==> src/rtl/core/iph_pkg.sv <==
// Shared types and constants for the IPv4 header parser.
`timescale 1ns / 1ps
package iph_pkg;

    localparam logic [1:0] ST_OK          = 2'd0;
    localparam logic [1:0] ST_BAD_VERSION = 2'd1;
    localparam logic [1:0] ST_PARSE_ERR   = 2'd2;

    localparam logic [1:0] CLASS_UNKNOWN = 2'd0;
    localparam logic [1:0] CLASS_ICMP    = 2'd1;
    localparam logic [1:0] CLASS_TCP     = 2'd2;
    localparam logic [1:0] CLASS_UDP     = 2'd3;

    localparam logic [7:0] PROTO_ICMP = 8'd1;
    localparam logic [7:0] PROTO_TCP  = 8'd6;
    localparam logic [7:0] PROTO_UDP  = 8'd17;

    localparam logic [3:0]  IP_VERSION    = 4'd4;
    localparam logic [3:0]  MIN_IHL       = 4'd5;
    localparam logic [15:0] MIN_HDR_BYTES = 16'd20;
    localparam logic [5:0]  LAST_IDX      = 6'd59;
    localparam logic [15:0] SUM_GOOD      = 16'hFFFF;

    // byte index within the header, from the front part
    localparam logic [5:0] IDX_VER   = 6'd0;
    localparam logic [5:0] IDX_TL_HI = 6'd2;
    localparam logic [5:0] IDX_TL_LO = 6'd3;
    localparam logic [5:0] IDX_TTL   = 6'd8;
    localparam logic [5:0] IDX_PROTO = 6'd9;
    localparam logic [5:0] IDX_CK_HI = 6'd10;
    localparam logic [5:0] IDX_CK_LO = 6'd11;
    localparam logic [5:0] IDX_SRC0  = 6'd12;
    localparam logic [5:0] IDX_SRC3  = 6'd15;
    localparam logic [5:0] IDX_DST0  = 6'd16;
    localparam logic [5:0] IDX_DST3  = 6'd19;

    typedef struct packed {
        logic [7:0]  data;
        logic        start;
        logic [15:0] rem;
        logic [5:0]  idx;
    } tag_t;

    typedef struct packed {
        logic [1:0]  status;
        logic [3:0]  version;
        logic [5:0]  header_len;
        logic [15:0] tot_len;
        logic [7:0]  ttl;
        logic [7:0]  protocol;
        logic [1:0]  protocol_class;
        logic [15:0] header_checksum;
        logic [31:0] src_ip;
        logic [31:0] dst_ip;
    } res_t;

    function automatic logic [1:0] class_of(input logic [7:0] proto);
        logic [1:0] c;
        c = CLASS_UNKNOWN;
        if (proto == PROTO_ICMP) c = CLASS_ICMP;
        else if (proto == PROTO_TCP) c = CLASS_TCP;
        else if (proto == PROTO_UDP) c = CLASS_UDP;
        return c;
    endfunction

endpackage

==> src/rtl/core/iph_front.sv <==
// Front part: accepts bytes, tags them with their header index, queues them.
`timescale 1ns / 1ps
module iph_front (
    input  logic            clk,
    input  logic            rst_n,
    input  logic            push,
    output logic            full,
    input  logic [7:0]      data_byte,
    input  logic            header_start,
    input  logic [15:0]     pkt_left,
    output logic            q_valid,
    input  logic            q_take,
    output iph_pkg::tag_t   q_item
);
    import iph_pkg::*;

    logic [5:0] cnt_reg, cnt_next;
    logic       active_reg, active_next;
    logic [1:0] count_reg, count_next;
    logic       wr_ptr_reg, wr_ptr_next;
    logic       rd_ptr_reg, rd_ptr_next;
    tag_t       mem [2];
    tag_t       item;
    logic       accept;
    logic       enq;
    logic       deq;

    assign full    = (count_reg == 2'd2);
    assign q_valid = (count_reg != 2'd0);
    assign q_item  = mem[rd_ptr_reg];
    assign accept  = push && !full;
    // bytes outside any possible header are dropped here
    assign enq     = accept && (header_start || active_reg);
    assign deq     = q_take && q_valid;

    always_comb
    begin
        cnt_next    = cnt_reg;
        active_next = active_reg;
        item.data   = data_byte;
        item.start  = header_start;
        item.rem    = pkt_left;
        item.idx    = header_start ? 6'd0 : cnt_reg;
        if (accept)
        begin
            if (header_start)
            begin
                cnt_next    = 6'd1;
                active_next = 1'b1;
            end
            else if (active_reg)
            begin
                cnt_next    = cnt_reg + 6'd1;
                active_next = (cnt_reg != LAST_IDX);
            end
        end
    end

    always_comb
    begin
        count_next  = count_reg;
        wr_ptr_next = wr_ptr_reg;
        rd_ptr_next = rd_ptr_reg;
        if (enq)
        begin
            wr_ptr_next = ~wr_ptr_reg;
        end
        if (deq)
        begin
            rd_ptr_next = ~rd_ptr_reg;
        end
        if (enq && !deq)
        begin
            count_next = count_reg + 2'd1;
        end
        else if (deq && !enq)
        begin
            count_next = count_reg - 2'd1;
        end
    end

    always_ff @(posedge clk or negedge rst_n)
    begin
        if (!rst_n)
        begin
            cnt_reg    <= 6'd0;
            active_reg <= 1'b0;
            count_reg  <= 2'd0;
            wr_ptr_reg <= 1'b0;
            rd_ptr_reg <= 1'b0;
        end
        else
        begin
            cnt_reg    <= cnt_next;
            active_reg <= active_next;
            count_reg  <= count_next;
            wr_ptr_reg <= wr_ptr_next;
            rd_ptr_reg <= rd_ptr_next;
        end
    end

    always_ff @(posedge clk)
    begin
        if (enq)
        begin
            mem[wr_ptr_reg] <= item;
        end
    end

endmodule

==> src/rtl/core/iph_back.sv <==
// Back part: header checks, field capture, checksum, and the result queue.
`timescale 1ns / 1ps
module iph_back (
    input  logic            clk,
    input  logic            rst_n,
    input  logic            in_valid,
    output logic            in_take,
    input  iph_pkg::tag_t   in_item,
    output logic            empty,
    input  logic            pop,
    output iph_pkg::res_t   res_item
);
    import iph_pkg::*;

    logic        in_header_reg, in_header_next;
    logic [5:0]  hdr_len_reg, hdr_len_next;
    logic [15:0] remaining_reg, remaining_next;
    logic [15:0] sum_reg, sum_next;
    logic [7:0]  hold_reg, hold_next;
    logic [3:0]  version_reg, version_next;
    logic [15:0] total_reg, total_next;
    logic [7:0]  ttl_reg, ttl_next;
    logic [7:0]  proto_reg, proto_next;
    logic [15:0] cksum_reg, cksum_next;
    logic [31:0] src_reg, src_next;
    logic [31:0] dst_reg, dst_next;

    logic [1:0]  count_reg, count_next;
    logic        wr_ptr_reg, wr_ptr_next;
    logic        rd_ptr_reg, rd_ptr_next;
    res_t        mem [2];

    logic        process;
    logic        fin;
    logic        done;
    logic [1:0]  st;
    logic [16:0] raw_sum;
    logic        deq;
    res_t        res;

    assign process = in_valid && (count_reg != 2'd2);
    assign in_take = process;
    assign empty   = (count_reg == 2'd0);
    assign res_item = mem[rd_ptr_reg];
    assign deq     = pop && !empty;

    always_comb
    begin
        in_header_next = in_header_reg;
        hdr_len_next   = hdr_len_reg;
        remaining_next = remaining_reg;
        sum_next       = sum_reg;
        hold_next      = hold_reg;
        version_next   = version_reg;
        total_next     = total_reg;
        ttl_next       = ttl_reg;
        proto_next     = proto_reg;
        cksum_next     = cksum_reg;
        src_next       = src_reg;
        dst_next       = dst_reg;
        fin            = 1'b0;
        done           = 1'b0;
        st             = ST_OK;
        raw_sum        = 17'd0;

        if (process && (in_item.start || in_header_reg))
        begin
            if (in_item.start)
            begin
                in_header_next = 1'b1;
                hdr_len_next   = 6'd0;
                remaining_next = in_item.rem;
                sum_next       = 16'd0;
                hold_next      = 8'd0;
                version_next   = 4'd0;
                total_next     = 16'd0;
                ttl_next       = 8'd0;
                proto_next     = 8'd0;
                cksum_next     = 16'd0;
                src_next       = 32'd0;
                dst_next       = 32'd0;
            end

            if (in_item.idx == IDX_VER)
            begin
                if (remaining_next < MIN_HDR_BYTES)
                begin
                    fin  = 1'b1;
                    done = 1'b1;
                    st   = ST_PARSE_ERR;
                end
                else
                begin
                    version_next = in_item.data[7:4];
                    hdr_len_next = {in_item.data[3:0], 2'b00};
                    if (in_item.data[7:4] != IP_VERSION)
                    begin
                        fin  = 1'b1;
                        done = 1'b1;
                        st   = ST_BAD_VERSION;
                    end
                    else if (in_item.data[3:0] < MIN_IHL ||
                             remaining_next < {10'd0, in_item.data[3:0], 2'b00})
                    begin
                        fin  = 1'b1;
                        done = 1'b1;
                        st   = ST_PARSE_ERR;
                    end
                end
            end

            if (!done)
            begin
                // even bytes are word high halves; odd bytes close an end-around add
                if (!in_item.idx[0])
                begin
                    hold_next = in_item.data;
                end
                else
                begin
                    raw_sum  = {1'b0, sum_next} + {1'b0, hold_reg, in_item.data};
                    sum_next = raw_sum[15:0] + {15'd0, raw_sum[16]};
                end

                case (in_item.idx)
                    IDX_TL_HI: total_next = {in_item.data, 8'd0};
                    IDX_TL_LO: total_next = {total_reg[15:8], in_item.data};
                    IDX_TTL:   ttl_next   = in_item.data;
                    IDX_PROTO: proto_next = in_item.data;
                    IDX_CK_HI: cksum_next = {in_item.data, 8'd0};
                    IDX_CK_LO: cksum_next = {cksum_reg[15:8], in_item.data};
                    default:
                    begin
                        if (in_item.idx >= IDX_SRC0 && in_item.idx <= IDX_SRC3)
                        begin
                            src_next = {src_reg[23:0], in_item.data};
                        end
                        else if (in_item.idx >= IDX_DST0 && in_item.idx <= IDX_DST3)
                        begin
                            dst_next = {dst_reg[23:0], in_item.data};
                        end
                    end
                endcase

                if (in_item.idx == IDX_TL_LO &&
                    (total_next < {10'd0, hdr_len_next} || total_next > remaining_next))
                begin
                    fin  = 1'b1;
                    done = 1'b1;
                    st   = ST_PARSE_ERR;
                end
                else if (({1'b0, in_item.idx} + 7'd1) >= {1'b0, hdr_len_next})
                begin
                    fin  = 1'b1;
                    done = 1'b1;
                    st   = (sum_next == SUM_GOOD) ? ST_OK : ST_PARSE_ERR;
                end
            end

            if (fin)
            begin
                in_header_next = 1'b0;
            end
        end
    end

    always_comb
    begin
        res.status          = st;
        res.version         = version_next;
        res.header_len      = hdr_len_next;
        res.tot_len         = total_next;
        res.ttl             = ttl_next;
        res.protocol        = proto_next;
        res.protocol_class  = (st == ST_OK) ? class_of(proto_next) : CLASS_UNKNOWN;
        res.header_checksum = cksum_next;
        res.src_ip          = src_next;
        res.dst_ip          = dst_next;
    end

    always_comb
    begin
        count_next  = count_reg;
        wr_ptr_next = wr_ptr_reg;
        rd_ptr_next = rd_ptr_reg;
        if (fin)
        begin
            wr_ptr_next = ~wr_ptr_reg;
        end
        if (deq)
        begin
            rd_ptr_next = ~rd_ptr_reg;
        end
        if (fin && !deq)
        begin
            count_next = count_reg + 2'd1;
        end
        else if (deq && !fin)
        begin
            count_next = count_reg - 2'd1;
        end
    end

    always_ff @(posedge clk or negedge rst_n)
    begin
        if (!rst_n)
        begin
            in_header_reg <= 1'b0;
            hdr_len_reg   <= 6'd0;
            remaining_reg <= 16'd0;
            sum_reg       <= 16'd0;
            hold_reg      <= 8'd0;
            version_reg   <= 4'd0;
            total_reg     <= 16'd0;
            ttl_reg       <= 8'd0;
            proto_reg     <= 8'd0;
            cksum_reg     <= 16'd0;
            src_reg       <= 32'd0;
            dst_reg       <= 32'd0;
            count_reg     <= 2'd0;
            wr_ptr_reg    <= 1'b0;
            rd_ptr_reg    <= 1'b0;
        end
        else
        begin
            in_header_reg <= in_header_next;
            hdr_len_reg   <= hdr_len_next;
            remaining_reg <= remaining_next;
            sum_reg       <= sum_next;
            hold_reg      <= hold_next;
            version_reg   <= version_next;
            total_reg     <= total_next;
            ttl_reg       <= ttl_next;
            proto_reg     <= proto_next;
            cksum_reg     <= cksum_next;
            src_reg       <= src_next;
            dst_reg       <= dst_next;
            count_reg     <= count_next;
            wr_ptr_reg    <= wr_ptr_next;
            rd_ptr_reg    <= rd_ptr_next;
        end
    end

    always_ff @(posedge clk)
    begin
        if (fin)
        begin
            mem[wr_ptr_reg] <= res;
        end
    end

endmodule

==> src/rtl/core/ipv4_header_parser.sv <==
// IPv4 header parser top level: byte front end, two-entry queue, parse back end.
// Throughput: one header byte per cycle while the result queue has room.
// A header's last byte passes through a front queue entry, then one back-end step
// that writes its result into the result queue, where it shows on the output side.
// With two results waiting the back end stalls; full rises once the front queue fills.
// Reset (rst_n low, asynchronous) empties both queues and leaves the parser idle.
`timescale 1ns / 1ps
module ipv4_header_parser (
    input  logic        clk,
    input  logic        rst_n,
    input  logic        push,
    output logic        full,
    input  logic [7:0]  data_byte,
    input  logic        header_start,
    input  logic [15:0] pkt_left,
    output logic        empty,
    input  logic        pop,
    output logic [1:0]  status,
    output logic [3:0]  version,
    output logic [5:0]  header_len,
    output logic [15:0] tot_len,
    output logic [7:0]  ttl,
    output logic [7:0]  protocol,
    output logic [1:0]  protocol_class,
    output logic [15:0] header_checksum,
    output logic [31:0] src_ip,
    output logic [31:0] dst_ip
);
    import iph_pkg::*;

    logic q_valid;
    logic q_take;
    tag_t q_item;
    res_t res_item;

    iph_front u_front (
        .clk          (clk),
        .rst_n        (rst_n),
        .push         (push),
        .full         (full),
        .data_byte    (data_byte),
        .header_start (header_start),
        .pkt_left     (pkt_left),
        .q_valid      (q_valid),
        .q_take       (q_take),
        .q_item       (q_item)
    );

    iph_back u_back (
        .clk      (clk),
        .rst_n    (rst_n),
        .in_valid (q_valid),
        .in_take  (q_take),
        .in_item  (q_item),
        .empty    (empty),
        .pop      (pop),
        .res_item (res_item)
    );

    assign status          = res_item.status;
    assign version         = res_item.version;
    assign header_len      = res_item.header_len;
    assign tot_len         = res_item.tot_len;
    assign ttl             = res_item.ttl;
    assign protocol        = res_item.protocol;
    assign protocol_class  = res_item.protocol_class;
    assign header_checksum = res_item.header_checksum;
    assign src_ip          = res_item.src_ip;
    assign dst_ip          = res_item.dst_ip;

endmodule
==> config.mk <==
export PLATFORM = sky130hd
export DESIGN_NAME = ipv4_header_parser
export DESIGN_NICKNAME = d
export VERILOG_FILES = /design/src/rtl/core/iph_pkg.sv /design/src/rtl/core/iph_front.sv /design/src/rtl/core/iph_back.sv /design/src/rtl/core/ipv4_header_parser.sv
export SDC_FILE = /design/constraint.sdc
export NUM_CORES = 1
export LEC_CHECK = 0
export ABC_AREA = 0
export BUFFER_PORTS_ARGS = -buffer_cell sky130_fd_sc_hd__buf_2
export CAP_MARGIN = 5
export CORE_ASPECT_RATIO = 0.75
export CORE_MARGIN = 5
export CORE_UTILIZATION = 50
export DETAILED_ROUTE_END_ITERATION = 7
export PLACE_DENSITY = 0.78
export SETUP_SLACK_MARGIN = 0.4
export SLEW_MARGIN = 20
export SYNTH_ARGS = -nofsm -noshare
export SYNTH_HDL_FRONTEND = slang
export SYNTH_SLANG_ARGS = --single-unit
==> constraint.sdc <==
create_clock -name clk -period 10.49 [get_ports clk]
set_clock_uncertainty 0.1 [all_clocks]
set_input_delay 1.5735 -clock clk [delete_from_list [all_inputs] [get_ports clk]]
set_output_delay 1.5735 -clock clk [all_outputs]
set_load 0.02 [all_outputs]
Yosys cells after proc, flatten, opt, wreduce, memory -nomap -nowiden
Memory sizes are Yosys's and may differ from the RTL's.
Index checks and enable logic that the tools add are counted.
Operators by class
  $add $sub $neg: 8
  multipliers: 0
  divide/modulo/power cells: 0
  magnitude comparators: 10
  equality and inequality tests: 14
  shift operators: 0
  muxes and demuxes: 87
  bitwise operators: 4
  reduce and logical (&&, ||, !) cells: 34
Operators with widths (count)
  2-to-1 mux 32 bit: 11
  2-to-1 mux 16 bit: 16
  2-to-1 mux 8 bit: 11
  case mux 16 bit (2 select lines): 2
  2-to-1 mux 6 bit: 8
  2-to-1 mux 2 bit: 17
  < comparator 16 x 6 -> 1 bit: 2
  == test 6 x 4 -> 1 bit, second input constant: 4
  2-to-1 mux 1 bit: 18
  adder 16 x 16 -> 17 bit: 1
  adder 16 x 1 -> 16 bit: 1
  == test 16 bit, second input constant: 1
  > comparator 16 bit: 1
  < comparator 16 x 5 -> 1 bit, second input constant: 1
  2-to-1 mux 4 bit: 4
  logical AND 1 bit: 13
  == test 6 x 2 -> 1 bit, second input constant: 2
  nonzero test 2 bit: 5
  == test 8 x 1 -> 1 bit, second input constant: 1
  == test 8 x 3 -> 1 bit, second input constant: 1
  == test 8 x 5 -> 1 bit, second input constant: 1
  adder 6 x 1 -> 7 bit, second input constant: 1
  >= comparator 7 x 6 -> 1 bit: 1
  adder 6 x 1 -> 6 bit, second input constant: 1
  18 further kinds: 33
Word-level totals
  bits in registers: 178
  latch bits: 0
  RAM bits: 314
  ROM bits: 0
  input port bits: 29
  output and inout bits: 128
  memories kept: 2
Memory list
  u_back.mem: depth 2, bits a word 126, read ports 1, clocked after memory_dff 0, wr ports 1, line iph_back.sv:31  | res_t mem [2];
  u_front.mem: depth 2, bits a word 31, read ports 1, clocked after memory_dff 0, wr ports 1, line iph_front.sv:22  | tag_t mem [2];

Longest topological paths before layout
Gate-level depths: netlist of the first run.
  depth in word-level cells: 24
  depth in mapped cells: 28
  mapped depth without buffers: 22

Hierarchy
Synthesis of the first run repeated with hierarchy kept, for this count alone.
Unflattened totals
  cells, all modules: 1507
  area, all modules: 21560.7 um^2
Modules (own cells, without submodules)
  iph_back: instances 1, cells an instance 1343, area an instance 18665.4 um^2, sequential area each 11746.3 um^2
  iph_front: instances 1, cells an instance 164, area an instance 2895.3 um^2, sequential area each 2137.0 um^2

Worst setup path before layout of the first run
No wires, ideal clock.
  path kind: reg-to-reg
  start point: register u_front.rd_ptr_reg
  end point: memory u_back.mem[0][0] in the netlist's numbering (enable)
  arrival time: 10.333 ns
  required time: 9.762 ns
  setup slack: -0.571 ns
  cell stages (with the launch flop): 23
  buffers on the path: 7
  cell sequence: dfrtp_1 > buf_6 > buf_6 > buf_6 > buf_2 > buf_1 > mux2_2 > clkinv_1 > clkbuf_1 > ha_1 > nor2b_1 > o31a_1 > clkbuf_1 > nor2_1 > a21oi_1 > ha_1 > a21o_1 > a2111oi_0 > nand4_1 > a41oi_1 > nor3_1 > a21oi_1 > nor2b_1
Between the ends
  word-level cells in the longest chain between the ends: 16
  elaborated cells on any way between the ends: 39
  those cells by class: 1 x add/sub; 6 x order compare; 3 x eq/ne; 22 x mux; 6 x reduce/logical; 1 x memory
RTL lines
  start, declared: line iph_front.sv:21  | logic rd_ptr_reg, rd_ptr_next;
  start signal, assigned: line iph_front.sv:98  | rd_ptr_reg <= rd_ptr_next;
  memory read (2 x 31 bit) *
  2-to-1 mux 16 bit: line iph_back.sv:68  | if (in_item.start)
  2-to-1 mux 16 bit: line iph_back.sv:66  | if (process && (in_item.start || in_header_reg))
  < comparator 16 x 5 -> 1 bit or < comparator 16 x 6 -> 1 bit (tied branches): line iph_back.sv:86, iph_back.sv:103
  2-to-1 mux 6 bit or logical OR 1 bit (tied branches): line iph_back.sv:86, iph_back.sv:102
  2-to-1 mux 6 bit or 2-to-1 mux 1 bit (tied branches): line iph_back.sv:84, iph_back.sv:102
  2-to-1 mux 6 bit or 2-to-1 mux 1 bit (tied branches): line iph_back.sv:66, iph_back.sv:96
  < comparator 16 x 6 -> 1 bit or 2-to-1 mux 1 bit (tied branches): line iph_back.sv:146, iph_back.sv:86
  logical OR 1 bit or 2-to-1 mux 1 bit (tied branches): line iph_back.sv:146, iph_back.sv:84
  logical AND 1 bit or 2-to-1 mux 1 bit (tied branches): line iph_back.sv:145, iph_back.sv:152
  2-to-1 mux 1 bit: line iph_back.sv:145  | if (in_item.idx == IDX_TL_LO &&
  2-to-1 mux 1 bit: line iph_back.sv:112  | if (!done)
  2-to-1 mux 1 bit: line iph_back.sv:66
  2-to-1 mux 1 bit *: line iph_back.sv:66
  2-to-1 mux 1 bit *: line iph_back.sv:246  | if (fin)
  2-to-1 mux 1 bit (implied by the code) *: line iph_back.sv:248  | mem[wr_ptr_reg] <= res;
  end, declared: line iph_back.sv:31
Every way passes the cells marked *; elsewhere a longest branch is shown, timed or not. The select of a mux whose other input is x is not followed.

Worst setup path after layout of the first run
  start point: register u_front.rd_ptr_reg
  end point: memory u_back.mem[1][110] in the netlist's numbering (enable)
The elaborated chain is that of the path after synthesis.

==> results of run 1 <==
==> per-layer routing <==
metal | up-vias | global-route usage (%)
li1 | 6273 | -
met1 | 6929 | 30.03
met2 | 498 | 33.03
met3 | 76 | 5.904
met4 | 2 | 4.763
met5 | - | 0
==> layout make-up <==
type | instances | share of cell area, %
clock buffer | 63 | 5.214
clock inverter | 22 | 0.9647
inverter | 31 | 0.4722
multi-input combinational | 963 | 30.20
sequential | 492 | 56.36
tap | 578 | 2.935
timing repair buffer | 175 | 3.854
==> critical path, stage by stage, from the launching register on <==
cell	delay [ns]
dfrtp_2	0.88
mux2_2	0.56
clkinv_1	0.62
ha_1	0.47
nor2_1	0.15
o21a_1	0.31
nand2_1	0.08
o21ai_0	0.17
ha_1	0.33
a21o_1	0.16
a2111oi_0	0.49
nand4_1	0.18
a41oi_1	0.24
nor3_1	0.15
a21oi_1	0.17
buf_4	0.19
and2_4	0.68
buf_4	0.87
==> worst max-delay path by stage <==
stage	slack, ns	endpoint	startpoint
finish	3.19	u_back.mem[1][110]	u_front.rd_ptr_reg
detailed placement	3.33	u_back.mem[1][102]	u_front.rd_ptr_reg
global placement	3.61	u_back.mem[1][99]	u_front.rd_ptr_reg
CTS	3.26	u_back.mem[1][113]	u_front.rd_ptr_reg
global route	2.71	u_back.mem[1][100]	u_front.rd_ptr_reg
floorplan	1.85	u_back.mem[0][0]	u_front.rd_ptr_reg
==> cell families (layout without fill, tap and decap cells) <==
| kind of cell | Yosys count | count (layout) | synth area share (%) |
|---|---|---|---|
| adder cells (fa/ha/maj) | 49 | 49 | 2.761 |
| AO/OA/AOI/OAI | 358 | 358 | 11.81 |
| buffers and inverters | 108 | 291 | 2.319 |
| XOR/XNOR | 49 | 49 | 1.969 |
| flip-flops | 492 | 492 | 63.70 |
| AND/OR/NAND/NOR | 312 | 312 | 7.434 |
| multiplexers | 195 | 195 | 10.01 |
==> power breakdown <==
part           internal [mW]  switching (mW)  total, mW
combinational           1.21            2.29       3.50
sequential              2.90           0.331       3.23
clock                  0.943           0.724       1.67
total                   5.05            3.34       8.39
==> cell usage after synthesis (4+ instances only) <==
master    number  area share (%)
edfxtp_1     314              43
dfrtp_1      178              20
mux2_2       150             7.8
a22o_1       121             4.9
nand2_1       97             1.7
o21ai_0       82             1.9
nor2_1        60             1.0
clkbuf_1      59             1.0
ha_1          44             2.5
a21oi_1       43            0.99
mux2i_1       38             1.7
inv_1         30            0.52
xnor2_1       30             1.2
nor2b_1       29            0.83
nor3_1        20            0.46
xor2_1        19            0.76
nand4_1       17            0.49
and2_1        15            0.43
nand3_1       15            0.34
a22oi_1       14            0.48
a21o_1        11            0.38
o21a_1        11            0.38
a31oi_1       10            0.29
nand2b_1       8            0.23
o31ai_1        8            0.28
buf_6          7            0.36
o21ai_1        6            0.14
o221ai_1       6            0.24
and3_1         5            0.14
and4b_1        5            0.23
nor3b_1        5            0.17
o211ai_1       5            0.17
or3_1          5            0.14
a211oi_1       4            0.14
buf_2          4           0.092
maj3_1         4            0.18
nor4_1         4            0.11
o22ai_1        4            0.11
or2_2          4            0.11
or4_1          4            0.14
==> stage by stage <==
stage	setup WS, ns	util [%]	area [um^2]
after CTS	3.264	57.03	24630
after floorplan	1.849	-	21800
final	3.188	57.06	24640
after global routing	2.712	57.06	24640
after detailed placement	3.327	53.51	23110
after global placement	3.606	53.49	23100
==> summary.md, run 1 <==
The flow ran to the end, and the final reports show no timing, DRC or antenna violations. The post-cts gate resize count was 0; the number of H-tree levels was 2. The number of enable flip-flop cells after synthesis came out at 314. For this run, the post-layout net count is 1782.

The post-route met1 wirelength is 22480 um, and the clock-pin slew on the worst setup and hold paths is 0.06 ns. After detailed routing, the number of vias per cell comes to 5.929. Wire segments on met3 add up to 4478 um in the final route. The count of buffers from port buffering is 156. Count of antenna diodes in the layout: 0. The logs give 0 for the final-report hold violation count and 0 for the Yosys warning count. Summing all flip-flop and latch instances after layout gives 13890 um^2.

The time the worst path needs with I/O delays and setup is 7.302 ns. The kind of critical path was reg2reg. Worst hold path stage count: 2. After synthesis the netlist holds a flip-flop and latch count of 492. The floorplan step set the die width to 251.1 um.

The worst setup path is launched from a flip-flop. Number of buffers inserted for hold repair after clock tree synthesis: 0. The library cell used most frequently in the layout, excluding fill and tap cells, is edfxtp_1. For this configuration, the core starts out at a cell density of 50.46%. The static power due to leakage is 9.792 nW. Fill cells in the final layout number 3331.

Synthesis handed over a netlist of 1563 instances. Across all layers, the routed design uses 13780 vias. The number of maximum-capacitance constraint violations was 0; the clock sink count was 492. The path with the worst hold slack has its endpoint at u_back.remaining_reg[1]. For this run, asynchronously set or reset flops after synthesis account for 36.18%. The number of nets in the synthesized netlist is 1636.

For the arrival time reported for the critical path endpoint, the log shows 7.36 ns. The area growth from synthesis to layout is 13.07%. The share of layout cells above drive strength 1 was 25.03%; the slack of the worst reg-to-reg path was 3.19 ns.

Summing all multi-input logic gate instances after layout gives 7443 um^2. For the worst-skew pair, the clock arrives at the later sink with an insertion delay of 0.56 ns. Setup repair after global routing left no endpoint under its margin.

For this run, the top clock speed supported by timing is 137.0 MHz. The worst hold path begins at u_back.remaining_reg[1]. For the worst flop-to-flop path, the logic depth is 17. The endpoint of the worst-slack reg-to-reg timing path is u_back.mem[1][110]. At the pin with the least slew margin, the transition time is 1.034 ns.

Final hold analysis gives a worst-case slack of 0.3932 ns. Setup violations remaining at the end of the flow were counted as 0. Across the VDD grid, the largest voltage drop is 0.2812 mV. The cell sitting at the root of the clock tree is a clkbuf_16.

TritonCTS built the clock tree. Vertical extent of the die: 190.8 um. In this run the cell area of the synthesized design comes to 21790 um^2.

The tools report the remaining antenna violation count after routing as 0. Largest register by flop count: u_back.mem. The highest metal layer carrying signal wires in the routed design is met5. In this run the worst hold path is classified as reg2reg. Of all nets on the critical path, the largest fanout is 71.

The logs give 51620 um for the total length of routed wires and 0 for the post-CTS setup repair buffer count. The data required time of the worst path was 10.55 ns. In the final layout, the registers with the most flip-flops are u_back.mem (252), u_front.mem (62).

Including well taps, the total number of placed cells is 2239. The run gives 13880 as the number of global-route vias before repair. The relative slew slack is 31.07%. The tools report the initial antenna violation count as 2. CTS buffer count: 46. Overflow left after global routing: 0. The tools report the sequential-to-total area share from yosys stat as 63.70%. The global-route wire length before repair is 80140 um, and the final-layout setup total negative slack is 0 ns.

The congestion estimate from routability-driven global placement came to 0.9771. In the finished design, the share of the clock period the worst path needs comes to 69.61%. Before antenna repair, the detailed router went through 5 iterations. Wire segments on met2 add up to 23690 um in the final route. Predominant post-synthesis flop cell: edfxtp_1. The detail-routed net length per standard cell came out at 22.21 um. The number of flip-flops under the largest register name is 252, and the maximum number of pins on one net before global-route repair is 113. The areal power density over the cells was 340.6 nW/um^2; the overall die area was 47910 um^2. The run gives 2324 as the number of cells in the finished layout apart from fillers. Kind of capture point of the worst setup path: a flip-flop. Leaving out fill and tap cells, the most frequent cells in the layout are edfxtp_1 (314), dfrtp_1 (176), buf_2 (155). The tools report the I/O pin count as 157. For the max-slew violation total from the final report, the log shows 0.

The logs give 8.394 mW for the total power draw and 1242 for the initial detailed-routing violation count. Counting along the longest clock path gives a buffer depth of 3. For this run, design rule violations remaining after detail routing come to 0. Row generation in the floorplan step produced 66 rows. The tools report the worst flop-to-flop path startpoint as u_front.rd_ptr_reg. In this run, distinct cell masters in the synthesized netlist total 85. The logs give 34180 um for the half-perimeter wire length of the detailed placement result and 21.16% for the global router's overall resource usage. The average size of a mapped cell was 13.94 um^2.

After floorplanning, the core was sized to cover 43190 um^2.
Power figures use the tool's default switching activity.
==> inputs of run 2 (changes only) <==
clock period = 6 ns   (was 10.49 ns; I/O delays follow)
==> summary.md, run 2 (synthesis gave the netlist of run 1 again) <==
The flow ran to the end, and the final reports show no timing, DRC or antenna violations. The number of standard-cell rows in the floorplan is 66 (unchanged), and the utilization of the core after routing is 58.57% (+1.5 points). The I/O pin count is 157 (unchanged). The final instance area is 25290 um^2 (+2.6%). The placer congestion estimate is 0.9447 (-3.3%), and the width of the die is 251.1 um (unchanged). The number of H-tree levels came out at 2 (unchanged).

The run gives 53310 um (+3.3%) as the total length of routed wires. Maximum clock frequency: 186.8 MHz (+36%). The largest registers in the layout are u_back.mem (252), u_front.mem (62). The maximum number of pins on one net before global-route repair was 128 (+13%); the static power due to leakage was 10.10 nW (+3.1%). For the total iterations of the first detailed-routing run, the log shows 5 (unchanged).

The final net count is 1825 (+2.4%). STA classifies the critical path endpoint as a flip-flop. The tools report the clock sink count as 492 (unchanged).

The part of the total power dissipated in combinational logic is 44.0% (+2.3 points), and the layout overhead on the synthesized area is 16.06%. The CTS buffer count is 44 (-4.3%). Leaving out fill and tap cells, the most frequent cell in the layout is edfxtp_1. For the source-to-sink clock delay at the later pin of the worst-skew pair, the log shows 0.57 ns (about the same). Vertical extent of the die: 190.8 um (unchanged).

Final worst-path setup slack: 0.6479 ns (-2.540 ns). The run gives 21.57% (+0.41 points) as the global router's overall resource usage. Remaining antenna violation count after routing: 0 (unchanged). In the layout the commonest cells are edfxtp_1 (314), dfrtp_1 (176), buf_2 (156).

Number of fillers in the final layout: 3302 (-0.87%). The power spent charging and discharging nets is 6.006 mW (+80%). The highest ir drop seen on vdd is 0.3881 mV (+38%), and the initial antenna violation count is 1 (-1). The number of global-route vias before repair is 13800 (-0.58%), and the sequential cell fraction of total power is 36.6% (-1.9 points). Count of buffers from port buffering: 156 (unchanged). The worst reg2reg path depth works out to 20 (+3).

The number of maximum-capacitance constraint violations is 0 (unchanged). The wire length on met3 was 3837 um (-14%); the half-perimeter wire length of the detailed placement result was 36610 um (+7.1%). The detail-routed net length per standard cell is 22.53 um (+1.4%).

The overflow left after global routing is 0 (unchanged), and the global-route wire length before repair is 81270 um (+1.4%). The core region area was 43190 um^2 (unchanged); the highest net fanout along the worst path was 8 (-89%). The number of flip-flops under the largest register name is 252 (unchanged). The worst flop-to-flop path startpoint was u_front.rd_ptr_reg. The slew at the pin with the worst max-slew slack is 0.9014 ns (-0.1327 ns), and the multi-input combinational cell area is 7640 um^2 (+2.6%). For the clock group share of total power, the log shows 19.3% (-0.6 points). The run gives 0 (unchanged) as the count of unresolved DRC violations after routing. Kind of critical path: reg2reg. STA classifies the critical path startpoint as a flip-flop.

The total cell area at the placement stage was 23630 um^2 (+2.3%); the areal power density over the cells was 600.1 nW/um^2 (+76%). For the arrival time reported for the critical path endpoint, the log shows 5.55 ns (-1.81 ns). The run gives 13890 um^2 (about the same) as the sequential cell area.

In this run the critical register-to-register path is captured at u_back.mem[1][125]. TritonCTS built the clock tree. The setup violation total in the final timing report was 0 (unchanged); the total met2 wirelength after detailed routing was 24380 um (+2.9%). The tools report the worst slack after detailed placement as 0.3863 ns (-2.941 ns). Final-report hold violation count: 0 (unchanged).

For the post-route met1 wirelength, the log shows 24300 um (+8.1%). The run gives 0 (unchanged) as the max-slew violation total from the final report. CTS placed an instance of clkbuf_16 at the clock tree root. The buffer depth of the longest clock path was 3 (unchanged); the final worst-path cycle share was 89.20% (+20 points).

The type of the tightest min-delay check is in2async. The proportion of total power due to net switching works out to 39.56% (-0.26 points). The share of layout cells above drive strength 1 came out at 28.13% (+3.1 points). The slack of the worst reg-to-reg path was 0.65 ns (-2.54 ns). More flip-flops sit in one register than any other, and that register is u_back.mem. Setup repair after global routing left no endpoint under its margin. The logs give 1299 (+4.6%) for the initial detailed-routing violation count and 50.46% (unchanged) for the initial core utilization. The clock-pin slew on the worst setup and hold paths was 0.07 ns (about the same); the overall die area was 47910 um^2 (unchanged). For the data required time of the worst path, the log shows 6.20 ns (-4.35 ns).

The highest layer touched by signal routing is met4. The relative slew slack was 39.91% (+8.8 points). For the count of antenna diodes in the layout, the log shows 0 (unchanged). The internal power summed over all cells is 9.174 mW (+82%), and the time the worst path needs with I/O delays and setup is 5.352 ns (-1.950 ns).

The vias per cell came out at 5.924 (about the same). The tools report the total vias in the final route as 14020 (+1.7%).
-- run 2: critical path, cell delays in order (launching register included) --
cell and delay (ns):
dfrtp_4 0.55, buf_2 0.21, and4b_1 0.21, a31o_2 0.24, nor2b_1 0.14, ha_1 0.18, nand4bb_1 0.14, and3_4 0.24
o211a_4 0.23, a21o_1 0.16, a21oi_1 0.08, o21bai_2 0.18, ha_1 0.21, and3_1 0.20, nor3b_4 0.22, nand3_2 0.16
or4_1 0.45, a31oi_2 0.22, o211ai_1 0.14, or4_4 0.45, o311a_1 0.36
-- run 2: timing repair --
| item | 4_1_cts | 5_1_grt |
|---|---|---|
| setup buffers | 0 | 8 |
| endpoints found under the setup margin | 2 | 6 |
| resized for setup | 3 | 19 |
| cloned | 0 | 0 |
| hold buffers | 0 | 0 |
-- run 2: power by group through the flow --
stage / Clock (mW) / Combinational, mW / Sequential [mW]
2_1_floorplan: 0 / 4.47 / 5.44
3_3_place_gp: 0 / 6.49 / 5.55
3_5_place_dp: 0 / 6.55 / 5.61
4_1_cts: 2.98 / 6.58 / 5.56
5_1_grt: 3.13 / 7.16 / 5.65
6_report: 2.93 / 6.69 / 5.56
-- run 2: worst max-delay path by stage --
stage / depth (start not counted) / endpoint / from / slack (ns)
floorplan: 25 / u_back.mem[0][0] / u_front.rd_ptr_reg / -0.20
global placement: 19 / u_back.mem[0][125] / u_front.rd_ptr_reg / 0.51
detailed placement: 19 / u_back.mem[1][125] / u_front.rd_ptr_reg / 0.39
CTS: 19 / u_back.mem[1][125] / u_front.rd_ptr_reg / 0.43
global route: 20 / u_back.mem[1][125] / u_front.rd_ptr_reg / 0.40
finish: 20 / u_back.mem[1][125] / u_front.rd_ptr_reg / 0.65
-- run 2: routing by layer --
metal / up-vias / track usage, %
met5: - / 0
met1: 7080 / 32.23
met2: 521 / 33.88
met4: 0 / 4.301
li1: 6361 / -
met3: 55 / 3.654
-- run 2: area by class of cell --
class	instances	area share, %
Multi-Input combinational cell	963	30.20
Clock buffer	54	4.541
Clock inverter	28	1.390
Inverter	31	0.4798
Tap cell	578	2.859
Timing Repair Buffer	220	5.609
Sequential cell	492	54.92
-- run 2: metrics by stage --
step           TNS (ns)  cells  hold slack, ns  total power [mW]
6_report              0   2366          0.2970             15.18
5_1_grt               0   2366          0.3276             15.94
3_5_place_dp          0   2276          0.3766             12.16
4_1_cts               0   2358          0.3051             15.13
3_3_place_gp          0   2276          0.3690             12.04
2_1_floorplan    -24.66   1563          0.3502             9.910
==> inputs of run 3 (changes only) <==
CORE_UTILIZATION = 40   (was 50)
PLACE_DENSITY = 0.66   (was 0.78)
==> summary.md, run 3 (synthesis gave the netlist of run 1 again) <==
The run finished with clean final reports. Counting stages on the worst path, the most repeated cell is o21a_1. The tools report the maximum clock frequency as 185.4 MHz (-0.76%).

The critical path launch point type was a flip-flop. The run gives 3 (unchanged) as the buffer depth of the longest clock path. The total length of routed wires is 55330 um (+3.8%). Highest ir drop seen on vdd: 0.3207 mV (-17%). The logs give 0 (unchanged) for the number of maximum-capacitance constraint violations and 492 (unchanged) for the clock sink count. The vias per cell is 5.526 (-6.7%). The static power due to leakage was 10.17 nW (+0.77%); the final worst-path cycle share was 89.89% (+0.68 points). The overall die area is 59300 um^2 (+24%). The tools report the final-layout setup total negative slack as 0 ns (unchanged). The total iterations of the first detailed-routing run was 7 (+2); the width of the die was 279.5 um (+11%).

The layout overhead on the synthesized area was 17.52%. The worst slack after detailed placement is 0.1212 ns (-0.2652 ns), and the utilization of the core after routing is 47.29% (-11 points). The run gives 0 (unchanged) as the final-report hold violation count. The number of flip-flops under the largest register name is 252 (unchanged), and the initial antenna violation count is 1 (unchanged). The slew at the pin with the worst max-slew slack is 1.041 ns (+0.1395 ns). The logs give 0 (unchanged) for the overflow left after global routing and 0 (unchanged) for the remaining antenna violation count after routing.

The critical path goes through buf_2, buf_4, mux2_4, clkinv_4, ha_2, nor2_1, o21a_2, nand2_1, o21ai_2, ha_1, nor2b_1, o21a_1, o21a_1, o21a_1, o21a_1, o21a_1, o21ai_0, a31oi_1, nor2_2, nand4_1, or4_4, o311a_1. The data required time of the worst path is 6.21 ns (about the same), and the vertical extent of the die is 212.2 um (+11%). Setup repair after global routing left no endpoint under its margin.

The detail-routed net length per standard cell works out to 21.91 um (-2.8%). The time the worst path needs with I/O delays and setup was 5.393 ns (+0.04103 ns). The arrival time reported for the critical path endpoint is 5.60 ns (+0.05 ns).

The largest register by flop count was u_back.mem. The tools report the kind of capture point of the worst setup path as a flip-flop. The logs give 2 (unchanged) for the number of H-tree levels and 13960 (-0.41%) for the total vias in the final route. The count of unresolved DRC violations after routing came out at 0 (unchanged).

For the global router's overall resource usage, the log shows 18.25% (-3.3 points). The setup violation total in the final timing report is 0 (unchanged). Source-to-sink clock delay at the later pin of the worst-skew pair: 0.58 ns (about the same).

For the relative slew slack, the log shows 30.61% (-9.3 points). The final worst-path setup slack is 0.6069 ns (-0.04103 ns). The worst register-to-register path begins at u_front.rd_ptr_reg.

The areal power density over the cells was 599.1 nW/um^2 (-0.17%); the global-route wire length before repair was 84040 um (+3.4%). The logs give 75 (-41%) for the maximum number of pins on one net before global-route repair and 1067 (-18%) for the initial detailed-routing violation count. The total power draw was 15.35 mW (+1.1%); the share of layout cells above drive strength 1 was 28.80% (+0.67 points).

The stage delay of the slowest cell on the critical path was 0.52 ns (-0.03 ns). The largest registers in the layout are u_back.mem (252), u_front.mem (62). For the placer congestion estimate, the log shows 0.9181 (-2.8%). Type of the tightest min-delay check: in2async. The number of standard-cell rows in the floorplan is 74 (+12%).

The highest net fanout along the worst path is 10 (+2). The tools report the CTS buffer count as 48 (+9.1%). Most frequent standard cell in the layout excluding fill and tap cells: edfxtp_1.

The half-perimeter wire length of the detailed placement result was 38620 um (+5.5%). TritonCTS built the clock tree. The root buffer selected by CTS is clkbuf_16. The most critical setup path has its startpoint at u_front.rd_ptr_reg.

The max-slew violation total from the final report is 0 (unchanged). The clock-pin slew on the worst setup and hold paths is 0.06 ns (about the same), and the initial core utilization is 40.24% (-10 points). In the layout the commonest cells are edfxtp_1 (314), dfrtp_1 (176), buf_2 (156).

The run gives 157 (unchanged) as the I/O pin count. The count of buffers from port buffering came out at 156 (unchanged). The slowest stage of the critical path is the dfrtp_4 cell. The worst setup path is of the reg2reg kind. The number of global-route vias before repair was 13900 (+0.73%); the final net count was 1836 (+0.60%). The core region area was 54160 um^2 (+25%).
## run 3: cell count changes in the layout (fill, tap and decap cells not counted), sizes merged
cell | before | now
clkbuf | 54 | 63
buf | 220 | 227
bufinv | 7 | 4
clkinv | 16 | 19
inv | 35 | 32
diode | 0 | 2
clkinvlp | 1 | 2
## run 3: per-layer routing
layer | wire length [um] | vias up | share of wire (%) | GRT usage (%)
met5 | 13 | - | 0.023 | 0
met4 | 1024 | 2 | 1.9 | 4.630
met3 | 3200 | 76 | 5.8 | 3.634
met2 | 25150 | 385 | 45 | 27.71
met1 | 25950 | 7123 | 47 | 27.17
li1 | - | 6373 | - | -
## run 3: final cells by class
class	count	area, um^2
fill	4722	28550
clock buffer	63	1318
clock inverter	26	252.7
antenna	2	5.005
inverter	31	121.4
sequential	492	13890
timing repair buffer	227	1495
multi-input combinational	963	7627
tap	722	903.4
## run 3: timing repair
action,in CTS,in global routing
gates cloned,0,0
buffers inserted,1,7
resized for setup,4,19
endpoints found under the setup margin,6,232
hold buffers,0,0
pin swaps,0,2
## run 3: through the flow
stage / std cells / hold slack [ns] / area [um^2]
global placement: 2427 / 0.3656 / 23870
floorplan: 1563 / 0.3502 / 22000
detailed placement: 2427 / 0.3753 / 23870
CTS: 2517 / 0.2468 / 25460
finish: 2526 / 0.2091 / 25610
global route: 2524 / 0.2713 / 25610
## run 3: path summary, 6_finish.rpt
path / to / slack [ns] / cells past startpoint
max in group asynchronous: u_back.remaining_reg[6] / 4.32 / 2
min in group clk: u_back.remaining_reg[1] / 0.39 / 2
min reg2reg: u_back.remaining_reg[1] / 0.39 / 2
max reg2reg: u_back.mem[1][125] / 0.61 / 22
min: u_back.dst_reg[28] / 0.21 / 1
max: u_back.mem[1][125] / 0.61 / 22
## run 3: worst max-delay path, delay by kind of cell (launching register included)
family | cells | cell delay, ns
multiplexers | 1 | 0.40
flip-flops | 1 | 0.52
buffers and inverters | 3 | 0.51
adder cells (fa/ha/maj) | 2 | 0.51
AO/OA/AOI/OAI | 10 | 1.87
AND/OR/NAND/NOR | 6 | 1.19
## run 3: power by group
part           switching (mW)  leakage, nW  internal, mW
Combinational            4.21         4.04          2.51
Sequential              0.586         5.37          5.05
Clock                    1.27        0.769          1.73
